--- src/design/bcd_pkg.sv ---
// ----------------------------------------------------------------------------
// Binary command deframer package
// Shared constants and types for the deframer and its table lookup.
// ----------------------------------------------------------------------------
package bcd_pkg;

	localparam logic [7:0] HDR_FIRST  = 8'hCC;
	localparam logic [7:0] HDR_SECOND = 8'h44;

	localparam int CfgDataW = 16;

	// Register index of the entry count; table entry k sits at index k + 1.
	localparam int CFG_ENTRY_COUNT = 0;

	typedef enum logic [3:0] {
		PH_HUNT    = 4'd0,
		PH_SECOND  = 4'd1,
		PH_MODULE  = 4'd2,
		PH_COMMAND = 4'd3,
		PH_STATUS  = 4'd4,
		PH_LEN_HI  = 4'd5,
		PH_LEN_LO  = 4'd6,
		PH_CHK_HI  = 4'd7,
		PH_CHK_LO  = 4'd8,
		PH_DATA    = 4'd9
	} phase_t;

	typedef enum logic {
		KIND_HEADER = 1'b0,
		KIND_DATA   = 1'b1
	} kind_t;

	typedef struct packed {
		logic       module_known;
		logic       command_known;
		logic [1:0] slot;
	} match_t;

endpackage

--- src/design/bcd_in_if.sv ---
// ----------------------------------------------------------------------------
// Deframer input channel
// Valid/ready channel that carries one received byte per request.
// ----------------------------------------------------------------------------
interface bcd_in_if;
	logic       valid;
	logic       ready;
	logic [7:0] rx_byte;

	modport source (output valid, output rx_byte, input ready);
	modport sink (input valid, input rx_byte, output ready);
endinterface

--- src/design/bcd_out_if.sv ---
// ----------------------------------------------------------------------------
// Deframer result channel
// Valid/ready channel that carries one header or payload result per request.
// ----------------------------------------------------------------------------
interface bcd_out_if;
	logic        valid;
	logic        ready;
	logic        item_kind;
	logic [7:0]  module_id;
	logic [7:0]  command_id;
	logic [7:0]  status_byte;
	logic [15:0] payload_length;
	logic [15:0] check_word;
	logic        module_known;
	logic        command_known;
	logic [1:0]  match_slot;
	logic [7:0]  payload_byte;
	logic        end_of_packet;

	modport source (
		output valid, input ready,
		output item_kind, output module_id, output command_id, output status_byte,
		output payload_length, output check_word, output module_known,
		output command_known, output match_slot, output payload_byte,
		output end_of_packet
	);
	modport sink (
		input valid, output ready,
		input item_kind, input module_id, input command_id, input status_byte,
		input payload_length, input check_word, input module_known,
		input command_known, input match_slot, input payload_byte,
		input end_of_packet
	);
endinterface

--- src/design/bcd_match.sv ---
// ----------------------------------------------------------------------------
// Command table lookup
// Compares module and command bytes against the searched table entries and
// returns the module hit, the full hit and the first fully matching slot.
// ----------------------------------------------------------------------------
module bcd_match #(
	parameter int TABLE_ENTRIES = 4
) (
	input  logic [15:0]      entries [TABLE_ENTRIES],
	input  logic [2:0]       entry_count,
	input  logic [7:0]       module_id,
	input  logic [7:0]       command_id,
	output bcd_pkg::match_t  result
);
	import bcd_pkg::*;

	logic [TABLE_ENTRIES-1:0] mod_hit;
	logic [TABLE_ENTRIES-1:0] full_hit;

	always_comb begin
		for (int k = 0; k < TABLE_ENTRIES; k++) begin
			mod_hit[k]  = (int'(entry_count) > k) && (entries[k][15:8] == module_id);
			full_hit[k] = mod_hit[k] && (entries[k][7:0] == command_id);
		end
	end

	// Scanning from the top down leaves the lowest matching entry in place.
	always_comb begin
		result.module_known  = |mod_hit;
		result.command_known = |full_hit;
		result.slot          = 2'd0;
		for (int k = TABLE_ENTRIES - 1; k >= 0; k--) begin
			if (full_hit[k]) begin
				result.slot = 2'(k);
			end
		end
	end

endmodule

--- src/design/binary_command_deframer_top.sv ---
// ----------------------------------------------------------------------------
// Binary command deframer
// Hunts for the 0xCC 0x44 header in a byte stream, captures the packet header,
// looks the module and command up in a small table and emits one header
// result followed by one result per payload byte.
// ----------------------------------------------------------------------------
//
//  Channel  Direction  Payload                               Handshake
//  rx       in         rx_byte                               valid / ready
//  res      out        header or payload result fields       valid / ready
//  cfg      in         cfg_index, cfg_data                   cfg_we only
//
// Every received byte passes through the input stage and, if it produces a
// result, through the result register, so a request can be accepted in
// every cycle unless the input stage waits as described below.
// The input stage only waits when it holds a byte that produces a result and
// the result register is still full and not being taken; bytes that produce
// no result always move on. arst_n clears the parser, the held header bytes
// and the configuration registers; no clearing pass is needed.
// ----------------------------------------------------------------------------
module binary_command_deframer_top #(
	parameter  int TABLE_ENTRIES = 4,
	localparam int CfgIdxW = $clog2(TABLE_ENTRIES + 1)
) (
	input  logic                          clk,
	input  logic                          arst_n,
	bcd_in_if.sink                        rx,
	bcd_out_if.source                     res,
	input  logic                          cfg_we,
	input  logic [CfgIdxW-1:0]            cfg_index,
	input  logic [bcd_pkg::CfgDataW-1:0]  cfg_data
);
	import bcd_pkg::*;

	// Configuration registers. Writes to indexes past the table are dropped.
	logic [2:0]  entry_count_q;
	logic [15:0] entry_q [TABLE_ENTRIES];

	always_ff @(posedge clk or negedge arst_n) begin
		if (!arst_n) begin
			entry_count_q <= 3'd0;
			for (int k = 0; k < TABLE_ENTRIES; k++) begin
				entry_q[k] <= 16'd0;
			end
		end else if (cfg_we) begin
			if (cfg_index == CfgIdxW'(CFG_ENTRY_COUNT)) begin
				entry_count_q <= cfg_data[2:0];
			end
			for (int k = 0; k < TABLE_ENTRIES; k++) begin
				if (cfg_index == CfgIdxW'(k + 1)) begin
					entry_q[k] <= cfg_data[15:0];
				end
			end
		end
	end

	// Input stage: the accepted byte waits here while the parser works on it.
	logic       valid_s1;
	logic [7:0] byte_s1;

	// Result register.
	logic        res_valid_q;
	logic        kind_q;
	logic [7:0]  module_id_q;
	logic [7:0]  command_id_q;
	logic [7:0]  status_q;
	logic [15:0] length_out_q;
	logic [15:0] check_q;
	logic        module_known_q;
	logic        command_known_q;
	logic [1:0]  slot_q;
	logic [7:0]  payload_q;
	logic        eop_q;

	// Parser state.
	phase_t      phase_q;
	phase_t      phase_next;
	logic [7:0]  module_hold_q;
	logic [7:0]  command_hold_q;
	logic [7:0]  status_hold_q;
	logic [15:0] length_hold_q;
	logic [7:0]  check_high_q;
	logic [15:0] remaining_q;

	logic        emits;
	logic        res_free;
	logic        advance;
	logic [15:0] remaining_dec;
	match_t      lookup;

	bcd_match #(
		.TABLE_ENTRIES (TABLE_ENTRIES)
	) u_match (
		.entries     (entry_q),
		.entry_count (entry_count_q),
		.module_id   (module_hold_q),
		.command_id  (command_hold_q),
		.result      (lookup)
	);

	assign remaining_dec = remaining_q - 16'd1;

	// Only the last check byte and payload bytes produce a result.
	always_comb begin
		emits = 1'b0;
		unique case (phase_q)
			PH_CHK_LO, PH_DATA: emits = 1'b1;
			default:            emits = 1'b0;
		endcase
	end

	assign res_free = !res_valid_q || res.ready;
	assign advance  = valid_s1 && (!emits || res_free);
	assign rx.ready = !valid_s1 || advance;

	always_ff @(posedge clk or negedge arst_n) begin
		if (!arst_n) begin
			valid_s1 <= 1'b0;
		end else if (rx.ready) begin
			valid_s1 <= rx.valid;
		end
	end

	always_ff @(posedge clk) begin
		if (rx.ready && rx.valid) begin
			byte_s1 <= rx.rx_byte;
		end
	end

	// Next phase. A byte that breaks the header is looked at again as a
	// possible first header byte.
	always_comb begin
		phase_next = phase_q;
		unique case (phase_q)
			PH_SECOND: begin
				if (byte_s1 == HDR_SECOND) begin
					phase_next = PH_MODULE;
				end else if (byte_s1 == HDR_FIRST) begin
					phase_next = PH_SECOND;
				end else begin
					phase_next = PH_HUNT;
				end
			end
			PH_MODULE:  phase_next = PH_COMMAND;
			PH_COMMAND: phase_next = PH_STATUS;
			PH_STATUS:  phase_next = PH_LEN_HI;
			PH_LEN_HI:  phase_next = PH_LEN_LO;
			PH_LEN_LO:  phase_next = PH_CHK_HI;
			PH_CHK_HI:  phase_next = PH_CHK_LO;
			PH_CHK_LO:  phase_next = (remaining_q == 16'd0) ? PH_HUNT : PH_DATA;
			PH_DATA:    phase_next = (remaining_dec == 16'd0) ? PH_HUNT : PH_DATA;
			default:    phase_next = (byte_s1 == HDR_FIRST) ? PH_SECOND : PH_HUNT;
		endcase
	end

	always_ff @(posedge clk or negedge arst_n) begin
		if (!arst_n) begin
			phase_q        <= PH_HUNT;
			module_hold_q  <= 8'd0;
			command_hold_q <= 8'd0;
			status_hold_q  <= 8'd0;
			length_hold_q  <= 16'd0;
			check_high_q   <= 8'd0;
			remaining_q    <= 16'd0;
		end else if (advance) begin
			phase_q <= phase_next;
			case (phase_q)
				PH_MODULE:  module_hold_q  <= byte_s1;
				PH_COMMAND: command_hold_q <= byte_s1;
				PH_STATUS:  status_hold_q  <= byte_s1;
				PH_LEN_HI:  length_hold_q  <= {byte_s1, 8'd0};
				PH_LEN_LO: begin
					length_hold_q <= {length_hold_q[15:8], byte_s1};
					remaining_q   <= {length_hold_q[15:8], byte_s1};
				end
				PH_CHK_HI:  check_high_q   <= byte_s1;
				PH_DATA:    remaining_q    <= remaining_dec;
				default: ;
			endcase
		end
	end

	// Result register. The header result carries the lookup and check word;
	// payload result repeats the held header bytes and zeros check and lookup.
	always_ff @(posedge clk or negedge arst_n) begin
		if (!arst_n) begin
			res_valid_q <= 1'b0;
		end else if (res_free) begin
			res_valid_q <= advance && emits;
		end
	end

	always_ff @(posedge clk) begin
		if (res_free && advance && emits) begin
			module_id_q  <= module_hold_q;
			command_id_q <= command_hold_q;
			status_q     <= status_hold_q;
			length_out_q <= length_hold_q;
			if (phase_q == PH_CHK_LO) begin
				kind_q          <= KIND_HEADER;
				check_q         <= {check_high_q, byte_s1};
				module_known_q  <= lookup.module_known;
				command_known_q <= lookup.command_known;
				slot_q          <= lookup.slot;
				payload_q       <= 8'd0;
				eop_q           <= (remaining_q == 16'd0);
			end else begin
				kind_q          <= KIND_DATA;
				check_q         <= 16'd0;
				module_known_q  <= 1'b0;
				command_known_q <= 1'b0;
				slot_q          <= 2'd0;
				payload_q       <= byte_s1;
				eop_q           <= (remaining_dec == 16'd0);
			end
		end
	end

	assign res.valid          = res_valid_q;
	assign res.item_kind      = kind_q;
	assign res.module_id      = module_id_q;
	assign res.command_id     = command_id_q;
	assign res.status_byte    = status_q;
	assign res.payload_length = length_out_q;
	assign res.check_word     = check_q;
	assign res.module_known   = module_known_q;
	assign res.command_known  = command_known_q;
	assign res.match_slot     = slot_q;
	assign res.payload_byte   = payload_q;
	assign res.end_of_packet  = eop_q;

endmodule
--- src/flat_wrapper.sv ---
// flat-port wrapper written by rule: the top's interface ports become plain ports
module binary_command_deframer_top_flat import bcd_pkg::*;
#(
	parameter  int TABLE_ENTRIES = 4,
	localparam int CfgIdxW = $clog2(TABLE_ENTRIES + 1)
)
  (clk, arst_n, cfg_we, cfg_index, cfg_data, rx_valid, rx_rx_byte, rx_ready, res_valid, res_ready, res_item_kind, res_module_id, res_command_id, res_status_byte, res_payload_length, res_check_word, res_module_known, res_command_known, res_match_slot, res_payload_byte, res_end_of_packet);
  bcd_in_if rx_i ();
  bcd_out_if res_i ();
  input  logic clk;
  input  logic arst_n;
  input  logic cfg_we;
  input  logic [CfgIdxW-1:0] cfg_index;
  input  logic [bcd_pkg::CfgDataW-1:0] cfg_data;
  input wire logic [$bits(rx_i.valid)-1:0] rx_valid;
  input wire logic [$bits(rx_i.rx_byte)-1:0] rx_rx_byte;
  output wire logic [$bits(rx_i.ready)-1:0] rx_ready;
  output wire logic [$bits(res_i.valid)-1:0] res_valid;
  input wire logic [$bits(res_i.ready)-1:0] res_ready;
  output wire logic [$bits(res_i.item_kind)-1:0] res_item_kind;
  output wire logic [$bits(res_i.module_id)-1:0] res_module_id;
  output wire logic [$bits(res_i.command_id)-1:0] res_command_id;
  output wire logic [$bits(res_i.status_byte)-1:0] res_status_byte;
  output wire logic [$bits(res_i.payload_length)-1:0] res_payload_length;
  output wire logic [$bits(res_i.check_word)-1:0] res_check_word;
  output wire logic [$bits(res_i.module_known)-1:0] res_module_known;
  output wire logic [$bits(res_i.command_known)-1:0] res_command_known;
  output wire logic [$bits(res_i.match_slot)-1:0] res_match_slot;
  output wire logic [$bits(res_i.payload_byte)-1:0] res_payload_byte;
  output wire logic [$bits(res_i.end_of_packet)-1:0] res_end_of_packet;
  assign rx_i.valid = rx_valid;
  assign rx_i.rx_byte = rx_rx_byte;
  assign rx_ready = rx_i.ready;
  assign res_valid = res_i.valid;
  assign res_i.ready = res_ready;
  assign res_item_kind = res_i.item_kind;
  assign res_module_id = res_i.module_id;
  assign res_command_id = res_i.command_id;
  assign res_status_byte = res_i.status_byte;
  assign res_payload_length = res_i.payload_length;
  assign res_check_word = res_i.check_word;
  assign res_module_known = res_i.module_known;
  assign res_command_known = res_i.command_known;
  assign res_match_slot = res_i.match_slot;
  assign res_payload_byte = res_i.payload_byte;
  assign res_end_of_packet = res_i.end_of_packet;
  binary_command_deframer_top #(.TABLE_ENTRIES(TABLE_ENTRIES)) u_core (.clk(clk), .arst_n(arst_n), .rx(rx_i), .res(res_i), .cfg_we(cfg_we), .cfg_index(cfg_index), .cfg_data(cfg_data));
endmodule
--- config.mk ---
export PLATFORM = sky130hd
export DESIGN_NAME = binary_command_deframer_top_flat
export DESIGN_NICKNAME = d
export VERILOG_FILES = /design/src/design/bcd_pkg.sv /design/src/design/bcd_in_if.sv /design/src/design/bcd_out_if.sv /design/src/design/bcd_match.sv /design/src/design/binary_command_deframer_top.sv /design/src/flat_wrapper.sv
export SDC_FILE = /design/constraint.sdc
export NUM_CORES = 1
export LEC_CHECK = 0
export ABC_AREA = 1
export BUFFER_PORTS_ARGS = -buffer_cell sky130_fd_sc_hd__buf_2
export CAP_MARGIN = 25
export CORE_ASPECT_RATIO = 0.7
export CORE_MARGIN = 1
export CORE_UTILIZATION = 60
export CTS_BUF_LIST = sky130_fd_sc_hd__clkbuf_2 sky130_fd_sc_hd__clkbuf_4 sky130_fd_sc_hd__clkbuf_8
export DETAILED_ROUTE_END_ITERATION = 7
export PLACE_DENSITY = 0.83
export SLEW_MARGIN = 20
export SYNTH_ARGS = -nofsm -noshare
export SYNTH_HDL_FRONTEND = slang
export SYNTH_HIERARCHICAL = 1
export SYNTH_SLANG_ARGS = --single-unit
--- constraint.sdc ---
create_clock -name clk -period 5.3 [get_ports clk]
set_input_delay 1.06 -clock clk [delete_from_list [all_inputs] [get_ports clk]]
set_output_delay 1.06 -clock clk [all_outputs]
set_load 0.1 [all_outputs]
==> impl_metrics.env <==
export IMPL_outcome="finished, violations left"
export IMPL_failed_checks="DRC"
export IMPL_crit_slowest_cell="dfrtp_1"
export IMPL_cp_data_required_time_ps=4240
export IMPL_numCtsBuffers=31
export IMPL_maxSlewHeadroom=0.349
export IMPL_antenna_found_initial=0
export IMPL_viasPerCell=5.49
export IMPL_gp_congestion=0.927
export IMPL_hold_viol=0
export IMPL_critPathKind="register to primary output"
export IMPL_fin_area_mm2=0.0109
export IMPL_die_area_mm2=0.0164
export IMPL_syn_avg_cell_area_um2=9.82
export IMPL_yosysWarnings=6
export IMPL_die_h_um=108
export IMPL_fin_nets=1120
export IMPL_ctsHoldBuffers=0
export IMPL_num_vias=7194
export IMPL_place_area_mm2=0.0102
export IMPL_internal_power_w=0.00344
export IMPL_rsz0062_at_grt="false"
export IMPL_track_usage=0.274
export IMPL_postRouteAntennaNets=0
export IMPL_cts_htree_levels=1
export IMPL_peakVddDrop_uv=271
export IMPL_antenna_cells=0
export IMPL_clkSinkCount=215
export IMPL_critPathMaxStageDelay_ps=450
export IMPL_coreArea_mm2=0.0155
export IMPL_drc_errors=9
export IMPL_end_kind="primary output"
export IMPL_die_x_um=153
export IMPL_grt_pass1_wl_mm=34.7
export IMPL_root_buffer="clkbuf_8"
export IMPL_cp_data_arrival_time_ps=1910
export IMPL_path_max_fanout=6
export IMPL_grt_pass1_vias=6764
export IMPL_portBuffers=103
export IMPL_final_min_period_over_clock_period=0.560
export IMPL_grt_overflow=0
export IMPL_worstMarginPinSlew_ps=974
export IMPL_critPathLaunchType="register"
export IMPL_clock_fmax_mhz=337
export IMPL_power_switching_w=0.00199
export IMPL_synth_seq_cells=215
export IMPL_area_delta_synth_final_pct=14.3
export IMPL_placementRows=38
export IMPL_synth_distinct_cells=41
export IMPL_path_cells="inv_2 -> nor2_4 -> nand2_4 -> inv_2 -> nand3_1 -> buf_2"
export IMPL_grt_max_degree=102
export IMPL_dp_hpwl_mm=14.8
export IMPL_fin_crit_ps=2970
export IMPL_final_common_cell="nand2_1"
export IMPL_pwr_share_clk=0.260
export IMPL_post_cts_setup_buffer_count=0
export IMPL_whs_ps=442
export IMPL_p_seq_frac=0.467
export IMPL_final_max_slew_viol_count=0
export IMPL_cts_resized=0
export IMPL_clkTransAtPathRegs_ps=70
export IMPL_wl_per_cell_um=16.7
export IMPL_hp_class="register to register"
export IMPL_drive_gt1_frac=0.219
export IMPL_drt_initial_drc_count=790
export IMPL_layout_common_cells="nand2_1, dfrtp_1, o21ai_0, buf_2, nor2_1"
export IMPL_powerDensity_mw_per_mm2=497
export IMPL_ios=104
export IMPL_seq_area_frac_synth=0.605
export IMPL_syn_cell_area_mm2=0.00955
export IMPL_first_pass_iters=7
export IMPL_synth_edf_count=78
export IMPL_syn_num_nets=1006
export IMPL_cts_tree="done"
export IMPL_path_common_cell="inv_2"
export IMPL_p_comb_frac=0.273
export IMPL_synthFlopType="dfrtp_1"
export IMPL_p_leak_nw=4.85
export IMPL_routed_wl_mm=21.8
export IMPL_setup_viol=0
export IMPL_clock_latency_ps=560
export IMPL_cap_violations=0
export IMPL_syn_inst=972
export IMPL_p_sw_frac=0.366
export IMPL_cts_buffer_depth=3
export IMPL_clock_skew_ps=13.3
export IMPL_start_util=0.616
export IMPL_final_setup_tns_ps=0
export IMPL_async_flop_share=0.637
-- cell type report --
| type | count | area [um2] |
|---|---|---|
| Sequential cell | 215 | 5770 |
| Clock inverter | 11 | 111 |
| Tap cell | 200 | 250 |
| Inverter | 111 | 422 |
| Fill cell | 1097 | 4590 |
| Multi-Input combinational cell | 618 | 3190 |
| Clock buffer | 47 | 572 |
| Timing Repair Buffer | 109 | 593 |
-- kinds of logic (layout without fill, tap and decap cells) --
family / Yosys count / count (layout) / share of synthesized area
and+or+nand+nor: 389 / 389 / 0.178
DFF: 215 / 215 / 0.605
AOI/OAI and AO/OA: 183 / 183 / 0.113
buffers and inverters: 139 / 278 / 0.0616
xor gates and xnor gates: 44 / 44 / 0.0404
adders and majority gates: 2 / 2 / 0.00262
-- power groups by stage --
stage          Clock [W]  Sequential [W]  Combinational [W]
2_1_floorplan          0         0.00265           0.000988
3_3_place_gp           0         0.00254            0.00139
3_5_place_dp           0         0.00255            0.00145
4_1_cts          0.00144         0.00253            0.00147
5_1_grt          0.00151         0.00258            0.00164
6_report         0.00141         0.00253            0.00148
-- final timing paths --
path | start | endpoint | slack (ps) | depth (start not counted)
max in group asynchronous | arst_n | u_core/module_hold_q[4] | 3610 | 2
setup reg to reg | u_core/phase_q[0] | u_core/remaining_q[3] | 2480 | 8
min in group asynchronous | arst_n | u_core/check_high_q[4] | 580 | 1
setup / recovery | u_core/phase_q[3] | rx_ready | 2330 | 6
hold reg to reg | u_core/length_hold_q[15] | u_core/res.payload_length[15] | 440 | 0
hold / removal | u_core/length_hold_q[15] | u_core/res.payload_length[15] | 440 | 0
-- metrics by stage --
stage,total power [W],setup WS [ps],std cells,util
after floorplan,0.00364,574,972,-
after global placement,0.00393,2400,1249,0.656
after detailed placement,0.00401,2370,1252,0.659
after CTS,0.00543,2300,1310,0.703
after global routing,0.00573,2260,1311,0.704
final,0.00542,2330,1311,0.704
-- layer usage --
| metal | vias up | wire, um | GRT usage |
|---|---|---|---|
| met5 | - | 0 | 0 |
| met4 | 0 | 521 | 0.0938 |
| met3 | 48 | 2020 | 0.0596 |
| met2 | 330 | 9420 | 0.404 |
| met1 | 3424 | 9880 | 0.405 |
| li1 | 3392 | - | - |
-- critical path, delay by kind of cell (launching register included) --
kind	cells	cell delay, ps
AND/OR/NAND/NOR	3	270
flip-flops	1	450
buffers and inverters	3	620
-- synth_stat cells, types with 11 or more instances --
| master | count | share of area |
|---|---|---|
| xnor2_1 | 27 | 0.025 |
| o21ai_1 | 19 | 0.010 |
| edfxtp_1 | 78 | 0.25 |
| o21ai_2 | 11 | 0.010 |
| nor2_1 | 97 | 0.038 |
| inv_2 | 18 | 0.0071 |
| nor2_2 | 11 | 0.0072 |
| inv_1 | 90 | 0.035 |
| a21oi_2 | 14 | 0.013 |
| o21ai_0 | 112 | 0.059 |
| dfrtp_1 | 137 | 0.36 |
| clkbuf_1 | 14 | 0.0055 |
| nand3_1 | 32 | 0.017 |
| nand2_1 | 219 | 0.086 |
| xor2_1 | 17 | 0.016 |
-- sequential cells by signal, summed over array words and instances, names as in the netlist, 2 cells and up --
name                       cells
u_core/remaining_q            16
u_core/res.payload_length     16
u_core/res.payload_byte        8
u_core/res.status_byte         8
u_core/res.match_slot          2
u_core/res.command_id          8
u_core/length_hold_q          16
u_core/res.module_id           8
u_core/check_high_q            8
u_core/res.check_word         16
u_core/entry_q                64
u_core/command_hold_q          8
u_core/entry_count_q           3
u_core/byte_s1                 8
u_core/module_hold_q           8
u_core/status_hold_q           8
u_core/phase_q                 4
Power figures use the tool's default switching activity.
